[src/rtl/core/hog_pkg.sv]
package hog_pkg;

  // Direction codes
  localparam logic [1:0] DIR_STOP = 2'd0;
  localparam logic [1:0] DIR_FWD  = 2'd1;
  localparam logic [1:0] DIR_REV  = 2'd2;

  // Item kinds
  localparam logic KIND_TICK = 1'b0;
  localparam logic KIND_REQ  = 1'b1;

  // Configuration register indexes
  localparam logic [1:0] CFG_FULLSCALE = 2'd0;
  localparam logic [1:0] CFG_THRESHOLD = 2'd1;
  localparam logic [1:0] CFG_TRIPTICKS = 2'd2;

  // Configuration reset values
  localparam logic [12:0] FULLSCALE_RST = 13'd5000;
  localparam logic [10:0] THRESHOLD_RST = 11'd250;
  localparam logic [15:0] TRIPTICKS_RST = 16'd500;

  // floor(x/1023) for x < 2^23: (x * ceil(2^33/1023)) >> 33
  localparam int unsigned MV_SHIFT = 33;
  localparam logic [23:0] MV_RECIP = 24'd8396809;
  // floor(y/14) for y < 2^16: (y * ceil(2^20/14)) >> 20
  localparam int unsigned MA_SHIFT = 20;
  localparam logic [16:0] MA_RECIP = 17'd74899;

  // Saturation limits
  localparam logic [14:0] SUM_MAX  = 15'h7FFF;
  localparam logic [10:0] FILT_MAX = 11'h7FF;

  typedef struct packed {
    logic       kind;
    logic [9:0] adc_sample;
    logic [1:0] requested_direction;
  } in_item_t;

  typedef struct packed {
    logic        kind;
    logic [1:0]  requested_direction;
    logic [11:0] sample_ma;
  } scaled_t;

  // Packed so that drive_a sits in bit 0
  typedef struct packed {
    logic [10:0] filtered_ma;
    logic        fault_flag;
    logic [1:0]  direction_now;
    logic        drive_b;
    logic        drive_a;
  } result_t;

endpackage

[src/rtl/core/hog_scale.sv]
module hog_scale (
  input  logic              clk_i,
  input  logic              rst_ni,
  input  logic              in_valid_i,
  output logic              in_ready_o,
  input  hog_pkg::in_item_t in_item_i,
  input  logic [12:0]       fullscale_mv_i,
  output logic              out_valid_o,
  input  logic              out_ready_i,
  output hog_pkg::scaled_t  out_item_o
);

  // Stage 1: input register
  logic              v1_q;
  hog_pkg::in_item_t s1_q;
  // Stage 2: adc * fullscale
  logic              v2_q;
  logic              s2_kind_q;
  logic [1:0]        s2_dir_q;
  logic [22:0]       s2_prod_q;
  // Stage 3: millivolts
  logic              v3_q;
  logic              s3_kind_q;
  logic [1:0]        s3_dir_q;
  logic [12:0]       s3_mv_q;
  // Stage 4: milliamps
  logic              v4_q;
  hog_pkg::scaled_t  s4_q;

  logic        adv1, adv2, adv3, adv4;
  logic [22:0] raw_prod;
  logic [46:0] mv_prod;
  logic [15:0] mv_x5;
  logic [32:0] ma_prod;

  assign adv4 = !v4_q || out_ready_i;
  assign adv3 = !v3_q || adv4;
  assign adv2 = !v2_q || adv3;
  assign adv1 = !v1_q || adv2;

  assign in_ready_o  = adv1;
  assign out_valid_o = v4_q;
  assign out_item_o  = s4_q;

  assign raw_prod = 23'(s1_q.adc_sample) * 23'(fullscale_mv_i);
  assign mv_prod  = 47'(s2_prod_q) * 47'(hog_pkg::MV_RECIP);
  assign mv_x5    = 16'({s3_mv_q, 2'b00}) + 16'(s3_mv_q);
  assign ma_prod  = 33'(mv_x5) * 33'(hog_pkg::MA_RECIP);

  always_ff @(posedge clk_i or negedge rst_ni) begin
    if (!rst_ni) begin
      v1_q <= 1'b0;
      v2_q <= 1'b0;
      v3_q <= 1'b0;
      v4_q <= 1'b0;
    end else begin
      if (adv1) v1_q <= in_valid_i;
      if (adv2) v2_q <= v1_q;
      if (adv3) v3_q <= v2_q;
      if (adv4) v4_q <= v3_q;
    end
  end

  always_ff @(posedge clk_i) begin
    if (adv1 && in_valid_i) begin
      s1_q <= in_item_i;
    end
    if (adv2 && v1_q) begin
      s2_kind_q <= s1_q.kind;
      s2_dir_q  <= s1_q.requested_direction;
      s2_prod_q <= raw_prod;
    end
    if (adv3 && v2_q) begin
      s3_kind_q <= s2_kind_q;
      s3_dir_q  <= s2_dir_q;
      s3_mv_q   <= mv_prod[hog_pkg::MV_SHIFT +: 13];
    end
    if (adv4 && v3_q) begin
      s4_q.kind                <= s3_kind_q;
      s4_q.requested_direction <= s3_dir_q;
      s4_q.sample_ma           <= ma_prod[hog_pkg::MA_SHIFT +: 12];
    end
  end

endmodule

[src/rtl/core/hog_ctrl.sv]
module hog_ctrl #(
  parameter int unsigned AVG_LEN = 10
) (
  input  logic             clk_i,
  input  logic             rst_ni,
  input  logic             in_valid_i,
  output logic             in_ready_o,
  input  hog_pkg::scaled_t in_item_i,
  input  logic [10:0]      trip_threshold_ma_i,
  input  logic [15:0]      trip_ticks_i,
  output logic             out_valid_o,
  input  logic             out_ready_i,
  output hog_pkg::result_t out_result_o
);

  localparam int unsigned IdxW   = $clog2(AVG_LEN + 1);
  // sum / AVG_LEN as (sum * RecipM) >> ShiftK, exact for 15-bit sums
  localparam int unsigned ShiftK = 15 + $clog2(AVG_LEN);
  localparam int unsigned RecipW = ShiftK + 1;
  localparam int unsigned ProdW  = 15 + RecipW;
  localparam logic [RecipW-1:0] RecipM =
    RecipW'(((64'd1 << ShiftK) + 64'(AVG_LEN) - 64'd1) / 64'(AVG_LEN));

  logic             out_valid_q;
  hog_pkg::result_t res_q;

  logic [1:0]      dir_q, dir_d;
  logic            fault_q, fault_d;
  logic [1:0]      lfr_q, lfr_d;
  logic [14:0]     sum_q, sum_d;
  logic [IdxW-1:0] idx_q, idx_d;
  logic [10:0]     filt_q, filt_d;
  logic [15:0]     ot_q, ot_d;
  logic [1:0]      pin_d;

  logic             accept;
  logic [15:0]      sum_ext;
  logic [14:0]      sum_sat;
  logic [IdxW-1:0]  idx_inc;
  logic             wrap;
  logic [ProdW-1:0] div_prod;
  logic [15:0]      avg_p1;
  logic [10:0]      avg_sat;
  logic [10:0]      filt_eff;
  logic [15:0]      ot_inc;
  logic             over;
  logic             trip;
  logic [1:0]       req;
  logic             req_ok;

  assign in_ready_o   = !out_valid_q || out_ready_i;
  assign accept       = in_valid_i && in_ready_o;
  assign out_valid_o  = out_valid_q;
  assign out_result_o = res_q;

  // Averaging datapath
  assign sum_ext  = 16'(sum_q) + 16'(in_item_i.sample_ma);
  assign sum_sat  = (sum_ext > 16'(hog_pkg::SUM_MAX)) ? hog_pkg::SUM_MAX : sum_ext[14:0];
  assign idx_inc  = idx_q + IdxW'(1);
  assign wrap     = (idx_inc == IdxW'(AVG_LEN));
  assign div_prod = ProdW'(sum_sat) * ProdW'(RecipM);
  assign avg_p1   = 16'(div_prod[ShiftK +: 15]) + 16'd1;
  assign avg_sat  = (avg_p1 > 16'(hog_pkg::FILT_MAX)) ? hog_pkg::FILT_MAX : avg_p1[10:0];
  assign filt_eff = wrap ? avg_sat : filt_q;

  // Overcurrent persistence
  assign over   = filt_eff > trip_threshold_ma_i;
  assign ot_inc = (&ot_q) ? ot_q : ot_q + 16'd1;
  assign trip   = over && (ot_inc > trip_ticks_i);

  assign req    = in_item_i.requested_direction;
  assign req_ok = (req == hog_pkg::DIR_STOP) || (req == hog_pkg::DIR_FWD) ||
                  (req == hog_pkg::DIR_REV);

  always_comb begin
    dir_d   = dir_q;
    fault_d = fault_q;
    lfr_d   = lfr_q;
    sum_d   = sum_q;
    idx_d   = idx_q;
    filt_d  = filt_q;
    ot_d    = ot_q;
    if (in_item_i.kind == hog_pkg::KIND_TICK) begin
      if (wrap) begin
        sum_d  = '0;
        idx_d  = '0;
        filt_d = avg_sat;
      end else begin
        sum_d = sum_sat;
        idx_d = idx_inc;
      end
      ot_d = over ? ot_inc : 16'd0;
      if (trip) begin
        // stop request only bites before the latch is set
        if (!fault_q) dir_d = hog_pkg::DIR_STOP;
        fault_d = 1'b1;
      end
    end else if (req_ok) begin
      if (!fault_q) begin
        dir_d = req;
      end else begin
        if ((req == hog_pkg::DIR_FWD && lfr_q == hog_pkg::DIR_REV) ||
            (req == hog_pkg::DIR_REV && lfr_q == hog_pkg::DIR_FWD)) begin
          dir_d   = req;
          fault_d = 1'b0;
        end
        if (req == hog_pkg::DIR_FWD || req == hog_pkg::DIR_REV) lfr_d = req;
      end
    end
  end

  // Pins follow direction on ticks only
  always_comb begin
    pin_d = {res_q.drive_b, res_q.drive_a};
    if (in_item_i.kind == hog_pkg::KIND_TICK) begin
      case (dir_d)
        hog_pkg::DIR_FWD: pin_d = 2'b01;
        hog_pkg::DIR_REV: pin_d = 2'b10;
        default:          pin_d = 2'b00;
      endcase
    end
  end

  always_ff @(posedge clk_i or negedge rst_ni) begin
    if (!rst_ni) begin
      out_valid_q <= 1'b0;
      dir_q       <= hog_pkg::DIR_STOP;
      fault_q     <= 1'b0;
      lfr_q       <= hog_pkg::DIR_STOP;
      sum_q       <= '0;
      idx_q       <= '0;
      filt_q      <= '0;
      ot_q        <= '0;
      res_q       <= '0;
    end else begin
      if (in_ready_o) out_valid_q <= in_valid_i;
      if (accept) begin
        dir_q               <= dir_d;
        fault_q             <= fault_d;
        lfr_q               <= lfr_d;
        sum_q               <= sum_d;
        idx_q               <= idx_d;
        filt_q              <= filt_d;
        ot_q                <= ot_d;
        res_q.drive_a       <= pin_d[0];
        res_q.drive_b       <= pin_d[1];
        res_q.direction_now <= dir_d;
        res_q.fault_flag    <= fault_d;
        res_q.filtered_ma   <= filt_d;
      end
    end
  end

endmodule

[src/rtl/core/hbridge_overcurrent_guard_core.sv]
// Channel   Dir  Handshake                     Payload
// s_axis    in   s_axis_tvalid/s_axis_tready   tuser: kind; tdata: adc_sample, direction
// m_axis    out  m_axis_tvalid/m_axis_tready   tdata: drive_a, drive_b, direction, fault, mA
// cfg       in   cfg_valid_i/cfg_ready_o       cfg_index_i, cfg_data_i
//
// One item per cycle sustained while m_axis_tready is high; an accepted input item passes the
// input reg, adc*fullscale, /1023, *5/14, then state update into the result reg, where result tvalid rises.
// Each stage holds on a downstream stall and fills bubbles, so the input keeps
// taking items while a result waits, until all five registers hold an item.
// Async active-low reset clears control state
// and loads the config defaults (5000 mV, 250 mA, 500 ticks).
module hbridge_overcurrent_guard_core #(
  parameter int unsigned AVG_LEN = 10
) (
  input  logic        clk_i,
  input  logic        rst_ni,
  // item in
  input  logic        s_axis_tvalid,
  output logic        s_axis_tready,
  input  logic [15:0] s_axis_tdata,  // [9:0] adc_sample, [11:10] requested_direction, rest 0
  input  logic        s_axis_tuser,  // [0] kind: 0 tick, 1 direction request
  // item out
  output logic        m_axis_tvalid,
  input  logic        m_axis_tready,
  output logic [15:0] m_axis_tdata,  // [0] drive_a, [1] drive_b, [3:2] direction_now,
                                     // [4] fault_flag, [15:5] filtered_ma
  // config writes
  input  logic        cfg_valid_i,
  output logic        cfg_ready_o,
  input  logic [1:0]  cfg_index_i,
  input  logic [15:0] cfg_data_i
);

  logic [12:0] fullscale_q;
  logic [10:0] threshold_q;
  logic [15:0] trip_ticks_q;

  hog_pkg::in_item_t in_item;
  hog_pkg::scaled_t  sc_item;
  hog_pkg::result_t  result;
  logic              sc_valid, sc_ready;

  // Registers are always writable; the sender keeps writes to idle periods
  assign cfg_ready_o = 1'b1;

  always_ff @(posedge clk_i or negedge rst_ni) begin
    if (!rst_ni) begin
      fullscale_q  <= hog_pkg::FULLSCALE_RST;
      threshold_q  <= hog_pkg::THRESHOLD_RST;
      trip_ticks_q <= hog_pkg::TRIPTICKS_RST;
    end else if (cfg_valid_i) begin
      case (cfg_index_i)
        hog_pkg::CFG_FULLSCALE: fullscale_q  <= cfg_data_i[12:0];
        hog_pkg::CFG_THRESHOLD: threshold_q  <= cfg_data_i[10:0];
        hog_pkg::CFG_TRIPTICKS: trip_ticks_q <= cfg_data_i;
        default: ;  // unmapped index, write dropped
      endcase
    end
  end

  assign in_item.kind                = s_axis_tuser;
  assign in_item.adc_sample          = s_axis_tdata[9:0];
  assign in_item.requested_direction = s_axis_tdata[11:10];

  // Sample to mA conversion pipe
  hog_scale u_scale (
    .clk_i          (clk_i),
    .rst_ni         (rst_ni),
    .in_valid_i     (s_axis_tvalid),
    .in_ready_o     (s_axis_tready),
    .in_item_i      (in_item),
    .fullscale_mv_i (fullscale_q),
    .out_valid_o    (sc_valid),
    .out_ready_i    (sc_ready),
    .out_item_o     (sc_item)
  );

  // Averaging, trip logic, direction and pins
  hog_ctrl #(
    .AVG_LEN (AVG_LEN)
  ) u_ctrl (
    .clk_i               (clk_i),
    .rst_ni              (rst_ni),
    .in_valid_i          (sc_valid),
    .in_ready_o          (sc_ready),
    .in_item_i           (sc_item),
    .trip_threshold_ma_i (threshold_q),
    .trip_ticks_i        (trip_ticks_q),
    .out_valid_o         (m_axis_tvalid),
    .out_ready_i         (m_axis_tready),
    .out_result_o        (result)
  );

  assign m_axis_tdata = result;

endmodule

[config.mk]
export PLATFORM = sky130hd
export DESIGN_NAME = hbridge_overcurrent_guard_core
export DESIGN_NICKNAME = d
export VERILOG_FILES = /design/src/rtl/core/hog_pkg.sv /design/src/rtl/core/hog_scale.sv /design/src/rtl/core/hog_ctrl.sv /design/src/rtl/core/hbridge_overcurrent_guard_core.sv
export SDC_FILE = /design/constraint.sdc
export NUM_CORES = 1
export LEC_CHECK = 0
export BUFFER_PORTS_ARGS = -buffer_cell sky130_fd_sc_hd__buf_2
export CORE_AREA = 2 2 240 242
export DETAILED_ROUTE_END_ITERATION = 12
export DIE_AREA = 0 0 242 244
export GPL_ROUTABILITY_DRIVEN = 0
export PLACE_DENSITY = 0.53
export SYNTH_ARGS = -nofsm -noshare
export SYNTH_HDL_FRONTEND = slang
export SYNTH_SLANG_ARGS = --single-unit
[constraint.sdc]
create_clock -name clk_i -period 14.2 [get_ports clk_i]
set_input_delay 2.84 -clock clk_i [delete_from_list [all_inputs] [get_ports clk_i]]
set_output_delay 2.84 -clock clk_i [all_outputs]
set_load 0.01 [all_outputs]
==> impl_metrics.csv <==
group,metric,value,unit
grt,grt_pass1_vias,16743,
timing,clock.fmax,76.68,MHz
final_layout,final_cell_mix,"ha_1, inv_1, fa_1",
timing,tns,0,ns
clock_tree,cts_buffer_depth,2,
final_layout,fin_util,42.91,%
drt,viasPerCell,5.168,
setup_path,required,14.58,ns
grt,grt_pass1_wl,83150,um
grt,track_usage,17.35,%
yosys,ys_seq_elements,168,
outcome,status,"completed",
clock_tree,holdBufCountCts,0,
floorplan,die_area,59050,sq um
floorplan,fp.dieW,242,um
drt,drc_errors,0,
timing,maxSlewViolCount,0,
final_layout,antenna_cells,0,
timing,period_share,91.84,%
final_layout,drive_gt1_share,7.765,%
setup_path,cp.arrival,13.42,ns
yosys,yosys.area.top_type,"ha_1",
placed_design,post-place-cells,3042,
floorplan,io_pins,59,
timing,hold_viol_final,0,
yosys,synth_edf_count,70,
yosys,synthTopCellsByArea,"ha_1, fa_1, edfxtp_1",
clock_tree,cts_tree,"built",
yosys,synth_top_area_share,26.68,%
yosys,synth_seq_area_share,20.37,%
drt,drtIter0Drc,639,
timing,setup-violations-final,0,
final_layout,final_common_cell,"ha_1",
timing,slew-limit-headroom,20.75,%
min_path,min_path_type,"reg -> reg",
clock_tree,cts_num_sinks,168,
setup_path,crit_fanout,16,
clock_tree,cts_buffers,17,
yosys,ys_async_sr_fraction,58.33,%
clock_tree,clkSlewWorstSetupHoldPaths,0.08,ns
setup_path,crit_top_cell,"o21a_1",
clock_tree,post_cts_buffers,0,
run,maxCapViolations,0,
setup_path,crit_path_end_kind,"flip-flop",
floorplan,initial_core_util,39.99,%
clock_tree,htreeDepth,4,
clock_tree,clk_latency,0.48,ns
yosys,yosys_warnings,0,
floorplan,rows,87,
setup_path,start_kind,"flip-flop",
timing,layout_min_cycle_time,13.04,ns
yosys,synth_area,22460,sq um
drt,wl,48690,um
clock_tree,post_cts_resize_count,0,
setup_path,critPathSlowestCell,"mux2i_1",
drt,drt_pre_antenna_iters,5,
drt,wl_per_cell,15.84,um
placed_design,portBuffers,53,
timing,grt_setup_unrepaired,"false",
setup_path,slowest_delay,0.73,ns
drt,route.met3.wl,1237,um
timing,worstMarginPinSlew,1.184,ns
placed_design,dp_hpwl,40990,um
final_layout,num-nets-final,3026,
drt,antenna_left,0,
yosys,synth_area_per_cell,9.861,sq um
yosys,synth_cell_types,71,
yosys,synth_cells,2278,
drt,wl_met1,22830,um
clock_tree,cts_root_buf,"clkbuf_16",
setup_path,criticalPathCategory,"reg -> reg",
drt,route.met2.wl,23890,um
final_layout,area_delta_synth_final,7.302,%
floorplan,fp.dieH,244,um
timing,fin_worst_skew,0.02872,ns
grt,grt_antenna_before_repair,0,
yosys,ys.flop_type,"dfrtp_1",
drt,top_layer,"met4",
yosys,synth_nets,2999,
final_layout,final_cells,3074,
floorplan,core,56170,sq um
grt,grt_max_degree,58,
grt,grt_overflow,0,
drt,vias,15885,
## metal layers
metal	GRT usage, %	up-vias
li1	-	7837
met3	2.436	40
met5	0	-
met2	30.18	162
met1	22.58	7846
met4	4.666	0
## final cells by class
cell class | instances | area [sq um]
Clock buffer | 19 | 464.2
Clock inverter | 13 | 118.9
Fill cell | 5536 | 32070
Inverter | 347 | 1303
Multi-Input combinational cell | 1713 | 16390
Sequential cell | 168 | 4576
Tap cell | 756 | 945.9
Timing Repair Buffer | 58 | 305.3
## cells by family after synthesis
group	count (synthesis)	share of synthesized area, %
buffers and inverters	397	6.695
AND/OR/NAND/NOR	527	11.56
XOR/XNOR	100	3.899
AO/OA/AOI/OAI	356	10.39
multiplexers	48	2.384
other	1	0.01669
flip-flops	168	20.37
adder cells (fa/ha/maj)	681	44.68
## Yosys cell counts (10+ instances only)
cell type  number
a211oi_1       13
a21o_1         35
a21oi_1        91
a22o_1         14
a31oi_1        25
and2_1         62
and3_1         22
clkbuf_1       43
dfrtp_1        81
dfstp_2        17
edfxtp_1       70
fa_1          202
ha_1          479
inv_1         347
mux2_2         44
nand2_1       171
nand2b_1       16
nand3_1        34
nand4_1        18
nor2_1         98
nor2b_1        17
nor3_1         30
nor4_1         10
o21a_1         17
o21ai_0        81
o21bai_1       14
or2_2          12
or3_1          16
xnor2_1        65
xor2_1         35
## stage by stage
| step | worst slack [ns] | area (sq um) | hold WS [ns] |
|---|---|---|---|
| after global routing | 0.07355 | 24100 | 0.4267 |
| after global placement | 1.516 | 23520 | 0.4070 |
| after CTS | 1.264 | 24100 | 0.4225 |
| final | 1.158 | 24100 | 0.4226 |
| after detailed placement | 1.341 | 23520 | 0.4051 |
| after floorplan | 3.329 | 22460 | 0.4003 |
## path summary, 6_finish.rpt
check,startpoint,endpoint,slack [ns],depth (start not counted)
max,u_scale.out_item_o[0],u_ctrl.ot_q[6],1.16,48
min,u_scale.s2_dir_q[0],u_scale.s3_dir_q[0],0.42,0
max reg2reg,u_scale.out_item_o[0],u_ctrl.ot_q[6],1.16,48
min reg2reg,u_scale.s2_dir_q[0],u_scale.s3_dir_q[0],0.42,0
max in group asynchronous,rst_ni,fullscale_q[10],10.63,2
min in group asynchronous,rst_ni,u_ctrl.out_result_o[7],2.38,1
## sequential cells by signal, indices dropped and copies added (netlist names), 11 cells and up
signal	flops
u_scale.s2_prod_q	23
trip_ticks_q	16
u_ctrl.ot_q	16
u_ctrl.sum_q	15
u_scale.out_item_o	15
fullscale_q	13
u_ctrl.out_result_o	13
u_scale.s1_q	13
u_scale.s3_mv_q	13
threshold_q	11
## worst max-delay path, delay by kind of cell, from the launching register on
kind            cells  cell delay (ns)
xor+xnor            2             0.70
simple gates       10             1.93
flops               1             0.39
fa+ha+maj          10             3.95
buf+inv             5             0.30
mux                 1             0.73
compound gates     20             4.98
Power is left out: the tool's default activity adds up to more than one toggle a clock period on the data nets, which glitch-free logic cannot reach.
